**config.mk**
```make
export PLATFORM = sky130hd
export DESIGN_NAME = mean_max_blend_aggregator
export DESIGN_NICKNAME = d
export VERILOG_FILES = /design/src/hdl/mmba_pkg.sv /design/src/hdl/mmba_divider.sv /design/src/hdl/mmba_blend.sv /design/src/hdl/mean_max_blend_aggregator.sv
export SDC_FILE = /design/constraint.sdc
export NUM_CORES = 2
export LEC_CHECK = 0
export ABC_CLOCK_PERIOD_IN_PS = 18100
export BUFFER_PORTS_ARGS = -buffer_cell sky130_fd_sc_hd__clkbuf_2
export CAP_MARGIN = 15
export CORE_UTILIZATION = 55
export DETAILED_ROUTE_END_ITERATION = 10
export PLACE_DENSITY = 0.7
export REMOVE_ABC_BUFFERS = 1
export SYNTH_ARGS = -nofsm -noshare
export SYNTH_HDL_FRONTEND = slang
export SYNTH_SLANG_ARGS = --single-unit
```
**constraint.sdc**
```tcl
create_clock -name i_clk -period 18.1 [get_ports i_clk]
set_clock_uncertainty 0.1 [all_clocks]
set_input_delay 2.715 -clock i_clk [delete_from_list [all_inputs] [get_ports i_clk]]
set_output_delay 2.715 -clock i_clk [all_outputs]
set_load 0.02 [all_outputs]
```
**src/hdl/mmba_pkg.sv**
```systemverilog
// ----------------------------------------------------------------------------
// mmba_pkg - shared types and constants of the mean/max blend aggregator
// Payload structs, configuration indexes, sequencer states and widths.
// ----------------------------------------------------------------------------
`default_nettype none

package mmba_pkg;

    // Sample width is fixed by the payload format (Q16.8).
    localparam int SAMPLE_BITS  = 24;
    localparam int C_COUNT_BITS = 16;
    localparam int WEIGHT_BITS  = 9;
    localparam int CFG_IDX_BITS = 2;

    // Full scale of the fixed-mode weight (units of 1/256).
    localparam logic [WEIGHT_BITS-1:0] WEIGHT_ONE = WEIGHT_BITS'(256);
    localparam logic [WEIGHT_BITS-1:0] WEIGHT_RESET = WEIGHT_BITS'(128);

    typedef enum logic [CFG_IDX_BITS-1:0] {
        CFG_AUTO_WEIGHT = 2'd0,
        CFG_MEAN_WEIGHT = 2'd1
    } t_cfg_idx;

    typedef struct packed {
        logic                    auto_weight;
        logic [WEIGHT_BITS-1:0]  mean_weight;
    } t_cfg;

    typedef struct packed {
        logic signed [SAMPLE_BITS-1:0] sample;
        logic                          sample_missing;
        logic                          start_new;
    } t_in_item;

    typedef struct packed {
        logic signed [SAMPLE_BITS-1:0] blended;
        logic                          blended_missing;
        logic                          count_saturated;
    } t_out_item;

    // Result handed from the blend unit to the sequencer.
    typedef struct packed {
        logic                          done;
        logic signed [SAMPLE_BITS-1:0] blended;
        logic                          missing;
    } t_blend_res;

    typedef enum logic [1:0] {
        ST_IDLE,
        ST_DIV,
        ST_BLEND,
        ST_DONE
    } t_state;

endpackage

`default_nettype wire

```
**src/hdl/mmba_divider.sv**
```systemverilog
// ----------------------------------------------------------------------------
// mmba_divider - serial restoring divider
// Unsigned sum magnitude over count, one quotient bit per cycle.
// ----------------------------------------------------------------------------
`default_nettype none

module mmba_divider
    import mmba_pkg::*;
#(
    parameter int COUNT_BITS = C_COUNT_BITS
) (
    input  wire logic                                i_clk,
    input  wire logic                                i_rst_n,
    input  wire logic                                i_start,
    input  wire logic [SAMPLE_BITS+COUNT_BITS-1:0]   i_dividend,
    input  wire logic [COUNT_BITS-1:0]               i_divisor,
    output logic                                     o_done,
    output logic [SAMPLE_BITS-1:0]                   o_quotient
);

    localparam int DVD_W = SAMPLE_BITS + COUNT_BITS;
    localparam int CNT_W = $clog2(SAMPLE_BITS);

    logic                    r_busy;
    logic                    r_done;
    logic [CNT_W-1:0]        r_cnt;
    logic [COUNT_BITS-1:0]   r_rem;
    logic [COUNT_BITS-1:0]   r_dvs;
    logic [SAMPLE_BITS-1:0]  r_dvd;
    logic [SAMPLE_BITS-1:0]  r_quo;

    logic [COUNT_BITS:0]     trial;
    logic [COUNT_BITS:0]     diff;
    logic                    fits;

    // The top bits of the dividend are below the divisor, so the quotient fits.
    assign trial = {r_rem, r_dvd[SAMPLE_BITS-1]};
    assign fits  = (trial >= {1'b0, r_dvs});
    assign diff  = trial - {1'b0, r_dvs};

    always_ff @(posedge i_clk) begin
        if (!i_rst_n) begin
            r_busy <= 1'b0;
            r_done <= 1'b0;
            r_cnt  <= '0;
        end else begin
            r_done <= 1'b0;
            if (i_start) begin
                r_busy <= 1'b1;
                r_cnt  <= '0;
            end else if (r_busy) begin
                r_cnt <= r_cnt + CNT_W'(1);
                if (r_cnt == CNT_W'(SAMPLE_BITS - 1)) begin
                    r_busy <= 1'b0;
                    r_done <= 1'b1;
                end
            end
        end
    end

    always_ff @(posedge i_clk) begin
        if (i_start) begin
            r_rem <= i_dividend[DVD_W-1:SAMPLE_BITS];
            r_dvd <= i_dividend[SAMPLE_BITS-1:0];
            r_dvs <= i_divisor;
            r_quo <= '0;
        end else if (r_busy) begin
            r_rem <= fits ? diff[COUNT_BITS-1:0] : trial[COUNT_BITS-1:0];
            r_dvd <= {r_dvd[SAMPLE_BITS-2:0], 1'b0};
            r_quo <= {r_quo[SAMPLE_BITS-2:0], fits};
        end
    end

    assign o_done     = r_done;
    assign o_quotient = r_quo;

endmodule

`default_nettype wire

```
**src/hdl/mmba_blend.sv**
```systemverilog
// ----------------------------------------------------------------------------
// mmba_blend - mean/max blend unit
// Two-step weighted sum on one shared multiplier, or the ratio-based choice.
// ----------------------------------------------------------------------------
`default_nettype none

module mmba_blend
    import mmba_pkg::*;
(
    input  wire logic                          i_clk,
    input  wire logic                          i_rst_n,
    input  wire logic                          i_start,
    input  wire t_cfg                          i_cfg,
    input  wire logic signed [SAMPLE_BITS-1:0] i_mean,
    input  wire logic signed [SAMPLE_BITS-1:0] i_max,
    output t_blend_res                         o_res
);

    localparam int PROD_W = SAMPLE_BITS + WEIGHT_BITS + 1;
    localparam int CMP_W  = SAMPLE_BITS + 4;

    logic                          r_busy;
    logic                          r_second;
    logic                          r_done;
    logic                          r_auto;
    logic [WEIGHT_BITS-1:0]        r_w;
    logic signed [SAMPLE_BITS-1:0] r_mean;
    logic signed [SAMPLE_BITS-1:0] r_max;
    logic signed [PROD_W-1:0]      r_acc;
    logic signed [SAMPLE_BITS-1:0] r_blended;
    logic                          r_missing;

    logic [WEIGHT_BITS-1:0]        w_sat;
    logic signed [SAMPLE_BITS-1:0] op_a;
    logic [WEIGHT_BITS-1:0]        op_b;
    logic signed [PROD_W-1:0]      a_ext;
    logic signed [PROD_W-1:0]      b_ext;
    logic signed [PROD_W-1:0]      prod;
    logic signed [PROD_W-1:0]      wsum;

    logic signed [SAMPLE_BITS:0]   mean_x;
    logic signed [SAMPLE_BITS:0]   max_x;
    logic signed [SAMPLE_BITS:0]   a_n;
    logic signed [SAMPLE_BITS:0]   m_n;
    logic signed [CMP_W-1:0]       a4;
    logic signed [CMP_W-1:0]       m4;
    logic signed [CMP_W-1:0]       a5;
    logic signed [CMP_W-1:0]       m2;
    logic signed [CMP_W-1:0]       m3;
    logic signed [SAMPLE_BITS:0]   pair;
    logic signed [SAMPLE_BITS:0]   pair_adj;
    logic signed [SAMPLE_BITS-1:0] half;

    logic signed [SAMPLE_BITS-1:0] n_blended;
    logic                          n_missing;

    assign w_sat = (i_cfg.mean_weight > WEIGHT_ONE) ? WEIGHT_ONE : i_cfg.mean_weight;

    // Shared multiplier: mean*w first, then max*(256-w).
    assign op_a  = r_second ? r_max : r_mean;
    assign op_b  = r_second ? (WEIGHT_ONE - r_w) : r_w;
    assign a_ext = {{(PROD_W-SAMPLE_BITS){op_a[SAMPLE_BITS-1]}}, op_a};
    assign b_ext = {{(PROD_W-WEIGHT_BITS){1'b0}}, op_b};
    assign prod  = a_ext * b_ext;
    assign wsum  = r_acc + prod;

    // Ratio test against 0.4 and 0.6 with the divisor made positive.
    assign mean_x = {r_mean[SAMPLE_BITS-1], r_mean};
    assign max_x  = {r_max[SAMPLE_BITS-1], r_max};
    assign a_n    = r_max[SAMPLE_BITS-1] ? -mean_x : mean_x;
    assign m_n    = r_max[SAMPLE_BITS-1] ? -max_x : max_x;
    assign a4     = {{(CMP_W-SAMPLE_BITS-1){a_n[SAMPLE_BITS]}}, a_n};
    assign m4     = {{(CMP_W-SAMPLE_BITS-1){m_n[SAMPLE_BITS]}}, m_n};
    assign a5     = (a4 <<< 2) + a4;
    assign m2     = m4 <<< 1;
    assign m3     = m2 + m4;

    // Midpoint truncated toward zero: bias negative sums up by one.
    assign pair     = mean_x + max_x;
    assign pair_adj = pair[SAMPLE_BITS] ? (pair + (SAMPLE_BITS+1)'(1)) : pair;
    assign half     = pair_adj[SAMPLE_BITS:1];

    always_comb begin
        n_blended = '0;
        n_missing = 1'b0;
        if (!r_auto) begin
            n_blended = wsum[SAMPLE_BITS+7:8];
        end else if (r_max == '0) begin
            if (r_mean == '0) begin
                n_missing = 1'b1;
            end else if (r_mean[SAMPLE_BITS-1]) begin
                n_blended = r_mean;
            end else begin
                n_blended = r_max;
            end
        end else if (a5 < m2) begin
            n_blended = r_mean;
        end else if (a5 <= m3) begin
            n_blended = half;
        end else begin
            n_blended = r_max;
        end
    end

    always_ff @(posedge i_clk) begin
        if (!i_rst_n) begin
            r_busy   <= 1'b0;
            r_second <= 1'b0;
            r_done   <= 1'b0;
        end else begin
            r_done <= 1'b0;
            if (i_start) begin
                r_busy   <= 1'b1;
                r_second <= 1'b0;
            end else if (r_busy) begin
                r_second <= 1'b1;
                if (r_second) begin
                    r_busy   <= 1'b0;
                    r_second <= 1'b0;
                    r_done   <= 1'b1;
                end
            end
        end
    end

    always_ff @(posedge i_clk) begin
        if (i_start) begin
            r_auto <= i_cfg.auto_weight;
            r_w    <= w_sat;
            r_mean <= i_mean;
            r_max  <= i_max;
        end else if (r_busy && !r_second) begin
            r_acc <= prod;
        end
        if (r_busy && r_second) begin
            r_blended <= n_blended;
            r_missing <= n_missing;
        end
    end

    assign o_res.done    = r_done;
    assign o_res.blended = r_blended;
    assign o_res.missing = r_missing;

endmodule

`default_nettype wire

```
**src/hdl/mean_max_blend_aggregator.sv**
```systemverilog
// ----------------------------------------------------------------------------
// mean_max_blend_aggregator - running mean/max blend of Q16.8 samples
//
// Input channel (i_in_valid / o_in_stall / i_in_data): one sample per transfer
// with a missing flag and a restart flag. Each transfer updates sum, count
// and maximum and yields exactly one result transfer on the output channel
// (o_out_valid / i_out_stall / o_out_data).
// Configuration channel (i_cfg_valid / o_cfg_ready): index 0 selects auto
// mode, index 1 sets the fixed-mode mean weight; other indexes are dropped.
// Write only while the block is idle.
// Sequence: with a nonzero count the result reaches the output register after
// SAMPLE_BITS serial divider steps, one mean bit each, a blend load, two
// shared-multiplier steps, a result capture and the output load; only then
// does the block take the next item. An empty accumulator skips the divider
// and the blend unit, and its result goes straight to the output load.
// Reset clears the accumulator, sets auto mode and a weight of 128.
// A stalled output holds its result; the block then keeps the input stalled
// only until the waiting result can move into the output register.
// ----------------------------------------------------------------------------
`default_nettype none

module mean_max_blend_aggregator
    import mmba_pkg::*;
#(
    parameter int COUNT_BITS = C_COUNT_BITS
) (
    input  wire logic                    i_clk,
    input  wire logic                    i_rst_n,
    // sample input
    input  wire logic                    i_in_valid,
    output logic                         o_in_stall,
    input  wire t_in_item                i_in_data,
    // result output
    output logic                         o_out_valid,
    input  wire logic                    i_out_stall,
    output t_out_item                    o_out_data,
    // configuration writes
    input  wire logic                    i_cfg_valid,
    output logic                         o_cfg_ready,
    input  wire logic [CFG_IDX_BITS-1:0] i_cfg_index,
    input  wire logic [WEIGHT_BITS-1:0]  i_cfg_data
);

    localparam int SUM_W = SAMPLE_BITS + COUNT_BITS;
    localparam logic [COUNT_BITS-1:0] COUNT_FULL = '1;
    localparam logic signed [SAMPLE_BITS-1:0] SAMPLE_MIN = {1'b1, {(SAMPLE_BITS-1){1'b0}}};

    // Sequencer
    t_state r_state;
    t_state n_state;

    // Configuration
    t_cfg r_cfg;

    // Accumulator
    logic signed [SUM_W-1:0]       r_sum;
    logic [COUNT_BITS-1:0]         r_count;
    logic signed [SAMPLE_BITS-1:0] r_max;
    logic                          r_neg;
    logic                          r_sat;

    logic signed [SUM_W-1:0]       n_sum;
    logic [COUNT_BITS-1:0]         n_count;
    logic signed [SAMPLE_BITS-1:0] n_max;
    logic                          n_sat;

    // Result and output stage
    t_out_item r_res;
    t_out_item r_out;
    logic      r_out_valid;

    logic in_accept;
    logic out_accept;
    logic div_start;
    logic load_out;

    logic [SUM_W-1:0]              dividend;
    logic                          div_done;
    logic [SAMPLE_BITS-1:0]        quotient;
    logic signed [SAMPLE_BITS:0]   mean_wide;
    logic signed [SAMPLE_BITS-1:0] mean;
    t_blend_res                    blend;

    assign in_accept  = i_in_valid && !o_in_stall;
    assign out_accept = r_out_valid && !i_out_stall;

    // Restart first, then fold in a present sample unless the count is full.
    always_comb begin
        n_sum   = i_in_data.start_new ? '0 : r_sum;
        n_count = i_in_data.start_new ? '0 : r_count;
        n_max   = i_in_data.start_new ? SAMPLE_MIN : r_max;
        n_sat   = 1'b0;
        if (!i_in_data.sample_missing) begin
            if (n_count == COUNT_FULL) begin
                n_sat = 1'b1;
            end else begin
                n_count = n_count + COUNT_BITS'(1);
                n_sum   = n_sum + {{COUNT_BITS{i_in_data.sample[SAMPLE_BITS-1]}},
                                   i_in_data.sample};
                if (i_in_data.sample > n_max) begin
                    n_max = i_in_data.sample;
                end
            end
        end
    end

    // Divide the magnitude; restore the sign afterwards (truncation toward zero).
    assign dividend  = n_sum[SUM_W-1] ? SUM_W'(-n_sum) : SUM_W'(n_sum);
    assign mean_wide = r_neg ? -$signed({1'b0, quotient}) : $signed({1'b0, quotient});
    assign mean      = mean_wide[SAMPLE_BITS-1:0];

    // Next state
    always_comb begin
        n_state = r_state;
        case (r_state)
            ST_IDLE: begin
                if (in_accept) begin
                    n_state = (n_count != '0) ? ST_DIV : ST_DONE;
                end
            end
            ST_DIV: begin
                if (div_done) begin
                    n_state = ST_BLEND;
                end
            end
            ST_BLEND: begin
                if (blend.done) begin
                    n_state = ST_DONE;
                end
            end
            ST_DONE: begin
                if (!r_out_valid || !i_out_stall) begin
                    n_state = ST_IDLE;
                end
            end
            default: n_state = ST_IDLE;
        endcase
    end

    // Sequencer outputs
    always_comb begin
        o_in_stall = 1'b1;
        div_start  = 1'b0;
        load_out   = 1'b0;
        case (r_state)
            ST_IDLE: begin
                o_in_stall = 1'b0;
                div_start  = i_in_valid && (n_count != '0);
            end
            ST_DONE: begin
                load_out = !r_out_valid || !i_out_stall;
            end
            default: begin
                o_in_stall = 1'b1;
            end
        endcase
    end

    always_ff @(posedge i_clk) begin
        if (!i_rst_n) begin
            r_state <= ST_IDLE;
        end else begin
            r_state <= n_state;
        end
    end

    // Configuration register file; unknown indexes are dropped.
    assign o_cfg_ready = 1'b1;

    always_ff @(posedge i_clk) begin
        if (!i_rst_n) begin
            r_cfg.auto_weight <= 1'b1;
            r_cfg.mean_weight <= WEIGHT_RESET;
        end else if (i_cfg_valid && o_cfg_ready) begin
            case (i_cfg_index)
                CFG_AUTO_WEIGHT: r_cfg.auto_weight <= i_cfg_data[0];
                CFG_MEAN_WEIGHT: r_cfg.mean_weight <= i_cfg_data;
                default: ;
            endcase
        end
    end

    // Accumulator state advances on each input transfer.
    always_ff @(posedge i_clk) begin
        if (!i_rst_n) begin
            r_sum   <= '0;
            r_count <= '0;
            r_max   <= SAMPLE_MIN;
        end else if (in_accept) begin
            r_sum   <= n_sum;
            r_count <= n_count;
            r_max   <= n_max;
        end
    end

    // Result assembly: empty accumulator gives a missing result at once.
    always_ff @(posedge i_clk) begin
        if (in_accept) begin
            r_neg                 <= n_sum[SUM_W-1];
            r_sat                 <= n_sat;
            r_res.blended         <= '0;
            r_res.blended_missing <= 1'b1;
            r_res.count_saturated <= n_sat;
        end else if (blend.done) begin
            r_res.blended         <= blend.missing ? '0 : blend.blended;
            r_res.blended_missing <= blend.missing;
            r_res.count_saturated <= r_sat;
        end
    end

    // Output register: hold while stalled, refill from the finished result.
    always_ff @(posedge i_clk) begin
        if (!i_rst_n) begin
            r_out_valid <= 1'b0;
        end else if (load_out) begin
            r_out_valid <= 1'b1;
        end else if (out_accept) begin
            r_out_valid <= 1'b0;
        end
    end

    always_ff @(posedge i_clk) begin
        if (load_out) begin
            r_out <= r_res;
        end
    end

    assign o_out_valid = r_out_valid;
    assign o_out_data  = r_out;

    mmba_divider #(
        .COUNT_BITS (COUNT_BITS)
    ) u_div (
        .i_clk      (i_clk),
        .i_rst_n    (i_rst_n),
        .i_start    (div_start),
        .i_dividend (dividend),
        .i_divisor  (n_count),
        .o_done     (div_done),
        .o_quotient (quotient)
    );

    mmba_blend u_blend (
        .i_clk   (i_clk),
        .i_rst_n (i_rst_n),
        .i_start (div_done),
        .i_cfg   (r_cfg),
        .i_mean  (mean),
        .i_max   (r_max),
        .o_res   (blend)
    );

endmodule

`default_nettype wire

```
==> results.md <==
- Hold Crit Class: reg -> reg
- Int Pwr: 0.00187 W
- Longest Clk Path Bufs: 3
- Sequential cell fraction of total power: 36.4%
- Min cycle time layout: 10.61 ns
- Syn Area/Cell: 8.82 sq um
- Share of cells above drive strength 1: 7.94%
- Die Y: 251 microns
- Critical Path RT: 18.32 ns
- Area added between synthesis and finish: 7.28%
- ANT cells: 0
- Worst reg-to-reg setup slack: 7.49 ns
- Sw power: 0.00101 W
- Core Rows: 90
- CP Class: reg -> reg
- Wire per inst: 19.0 microns
- Gpl congestion: 0.966
- Quantity of hold-fixing buffers added after cts: 0
- Commonest non-fill, non-tap cell in the layout: nor2_1
- ANT nets after route: 0
- First-pass GRT wire length: 140000 microns
- Async set-reset flop share out of synthesis: 0%
- Hold wc startpoint: r_res[0]$_DFFE_PP_
- Vias/cell: 5.92
- # resized after CTS: 0
- RSZ-0062 raised after global routing: no
- Overflow after GRT: 0
- Port-buffer cells: 69
- Leakage: 15.7 nW
- R2R cell count: 37
- Crit. End Element: flop
- Setup bufs post-CTS: 0
- Detailed-route via count: 27700
- Antenna violations before repair: 0
- Met2 wire len: 38800 microns
- Die area: 62900 sq um
- Fin crit share: 58.6%
- WHS Path Cells: 0
- CP Max Fanout: 21
- Status: finished, final reports clean
- DR WL met3: 5970 microns
- Final TNS setup: 0 ns
- Slowest CP cell: edfxtp_1
- Final instance area: 36500 sq um
- Clock Tree Root: clkbuf_16
- TritonRoute pass-1 iters: 6
- WHS Endpoint: o_out_data[0]$_DFFE_PP_
- Clock power frac: 31.0%
- Drt first-iter violations: 2040
- WP data arrival: 10.83 ns
- Flops & latches, synth: 352
- Worst r2r src: u_blend.r_w[0]$_SDFFCE_PN0P_
- # setup viols final: 0
- Seq/Total Area, Yosys: 26.6%
- Final hold vios: 0
- Slew @ Worst Pin: 1.10 ns
- Pins Over Slew Limit: 0
- YS warnings: 0
- CTS tree: yes
- Placed cell areas: 35100 sq um
- Clock Latency Late Sink: 0.62 ns
- H-tree Lvls: 2
- Dpl hpwl: 67400 microns
- DRT Wirelength: 89000 microns
- Gate power share: 32.6%
- Post-Syn Area: 34100 sq um
- Yosys cell types: 119
- Post-Route Utilization: 60.1%
- PD cells: 78.8 nW/um^2
- Vias in the first global route: 25900
- Die X: 251 microns
- Metal-1 WL: 40000 microns
- Clock-pin slew on the worst setup and hold paths: 0.06 ns
- Worst setup SP type: flop
- Sw Ratio: 35.0%
- VDD IR max: 77.9 uV
- Number of CTS-inserted buffers: 42
- EDFF count, synth: 200
- Max-Slew Margin vs Limit: 26.4%
- Synth Flop Type: edfxtp_1
- Critical Path Max Stage Delay: 0.83 ns
- Sink Count: 352
- Most frequent cells in the layout: nor2_1, nand2_1, ha_1, inv_1, a21oi_1
- Total power: 0.00288 W
- Pin count of the biggest net entering global routing: 82
- DRC viols: 0
- Gr usage total: 28.1%
- Starting Density: 56.0%
- Max Fclk: 0.0942 GHz
- Syn Inst Count: 3863
- Total Nets Final: 4391
- Max layer used: met4
- Max-cap viol count: 0
- Worst hold slack: 0.325 ns
- Boundary Pins: 71
- RR Endpoint: u_blend.r_blended[23]$_DFFE_PP_
- Core Area: 60800 sq um
## kinds of logic after synthesis
kind of cell / share of synthesized area [%]
xor gates and xnor gates: 6.97
muxes: 3.66
and+or+nand+nor: 18.1
buffers and inverters: 5.51
AOI/OAI and AO/OA: 17.2
DFF: 26.6
other: 0.0220
adders and majority gates: 21.9
## flip-flops by register name, summed over array words and instances, names as in the netlist, 10 cells and up
signal	count
r_max	24
r_res	26
r_cfg	10
u_blend.r_max	24
u_blend.r_acc	32
u_blend.r_mean	24
r_count	16
u_div.r_dvs	16
o_out_data	26
u_blend.r_blended	24
r_sum	40
u_div.o_quotient	24
u_div.r_rem	16
u_div.r_dvd	24
## final cells by class
class                      count  area, sq um
clock buffer                  51         1130
timing repair buffer         107          631
sequential                   352         9050
multi-input combinational   3038        23200
inverter                     316         1190
fill                        5354        24300
clock inverter                27          327
tap                          782          978
## how the worst max path moves through the flow
stage / from / to / slack (ns) / cells past startpoint
2_1_floorplan: u_blend.r_second$_SDFFE_PP0P_ / u_blend.r_blended[23]$_DFFE_PP_ / 7.78 / 36
3_3_place_gp: u_blend.r_w[0]$_SDFFCE_PN0P_ / u_blend.r_blended[23]$_DFFE_PP_ / 7.80 / 37
3_5_place_dp: u_blend.r_w[0]$_SDFFCE_PN0P_ / u_blend.r_blended[23]$_DFFE_PP_ / 7.56 / 37
4_1_cts: u_blend.r_w[0]$_SDFFCE_PN0P_ / u_blend.r_blended[23]$_DFFE_PP_ / 7.53 / 37
5_1_grt: u_blend.r_w[0]$_SDFFCE_PN0P_ / u_blend.r_blended[23]$_DFFE_PP_ / 6.63 / 37
6_report: u_blend.r_w[0]$_SDFFCE_PN0P_ / u_blend.r_blended[23]$_DFFE_PP_ / 7.49 / 37
## per-stage QoR
step,cells,setup slack [ns]
5_1_grt,4673,6.63
3_3_place_gp,4595,7.80
4_1_cts,4673,7.53
6_report,4673,7.49
3_5_place_dp,4595,7.56
2_1_floorplan,3706,7.78
## Yosys cell counts, types with 22 or more instances
library cell | count | area (sq um)
a211oi_1 | 69 | 518
a21o_1 | 74 | 556
a21oi_1 | 204 | 1020
a22o_1 | 25 | 219
a22oi_1 | 26 | 195
a31oi_1 | 22 | 138
and2_1 | 28 | 175
clkbuf_1 | 112 | 420
dfxtp_1 | 152 | 3040
edfxtp_1 | 200 | 6010
fa_1 | 176 | 3520
ha_1 | 316 | 3950
inv_1 | 313 | 1170
mux2_2 | 26 | 293
mux2i_1 | 93 | 931
nand2_1 | 353 | 1330
nand2b_1 | 40 | 250
nand3_1 | 56 | 280
nand4_1 | 43 | 269
nor2_1 | 443 | 1660
nor2b_1 | 74 | 463
nor3_1 | 78 | 390
o21a_1 | 34 | 255
o21ai_0 | 153 | 766
o21bai_1 | 22 | 165
o31ai_1 | 35 | 263
or3_1 | 36 | 225
xnor2_1 | 187 | 1640
xor2_1 | 84 | 736
## power groups by stage
| stage | registers (W) | clock network (W) | logic, W |
|---|---|---|---|
| after floorplan | 0.00106 | 0 | 0.000706 |
| after global placement | 0.00106 | 0 | 0.000918 |
| after detailed placement | 0.00106 | 0 | 0.000930 |
| after CTS | 0.00105 | 0.000910 | 0.000935 |
| after global routing | 0.00106 | 0.000939 | 0.00105 |
| final | 0.00105 | 0.000893 | 0.000938 |
## layer usage
layer	track usage, %	up-vias
met1	38.5	13000
met5	0	-
met3	4.26	185
met2	44.0	827
li1	-	13600
met4	12.5	0
## critical path: cells and delay by family (launching register included)
family / cells / cell delay [ns]
AOI/OAI and AO/OA: 14 / 3.09
buffers and inverters: 6 / 0.71
adders and majority gates: 8 / 3.47
and+or+nand+nor: 6 / 1.13
xor gates and xnor gates: 3 / 0.99
DFF: 1 / 0.83
Power figures use the tool's default switching activity.
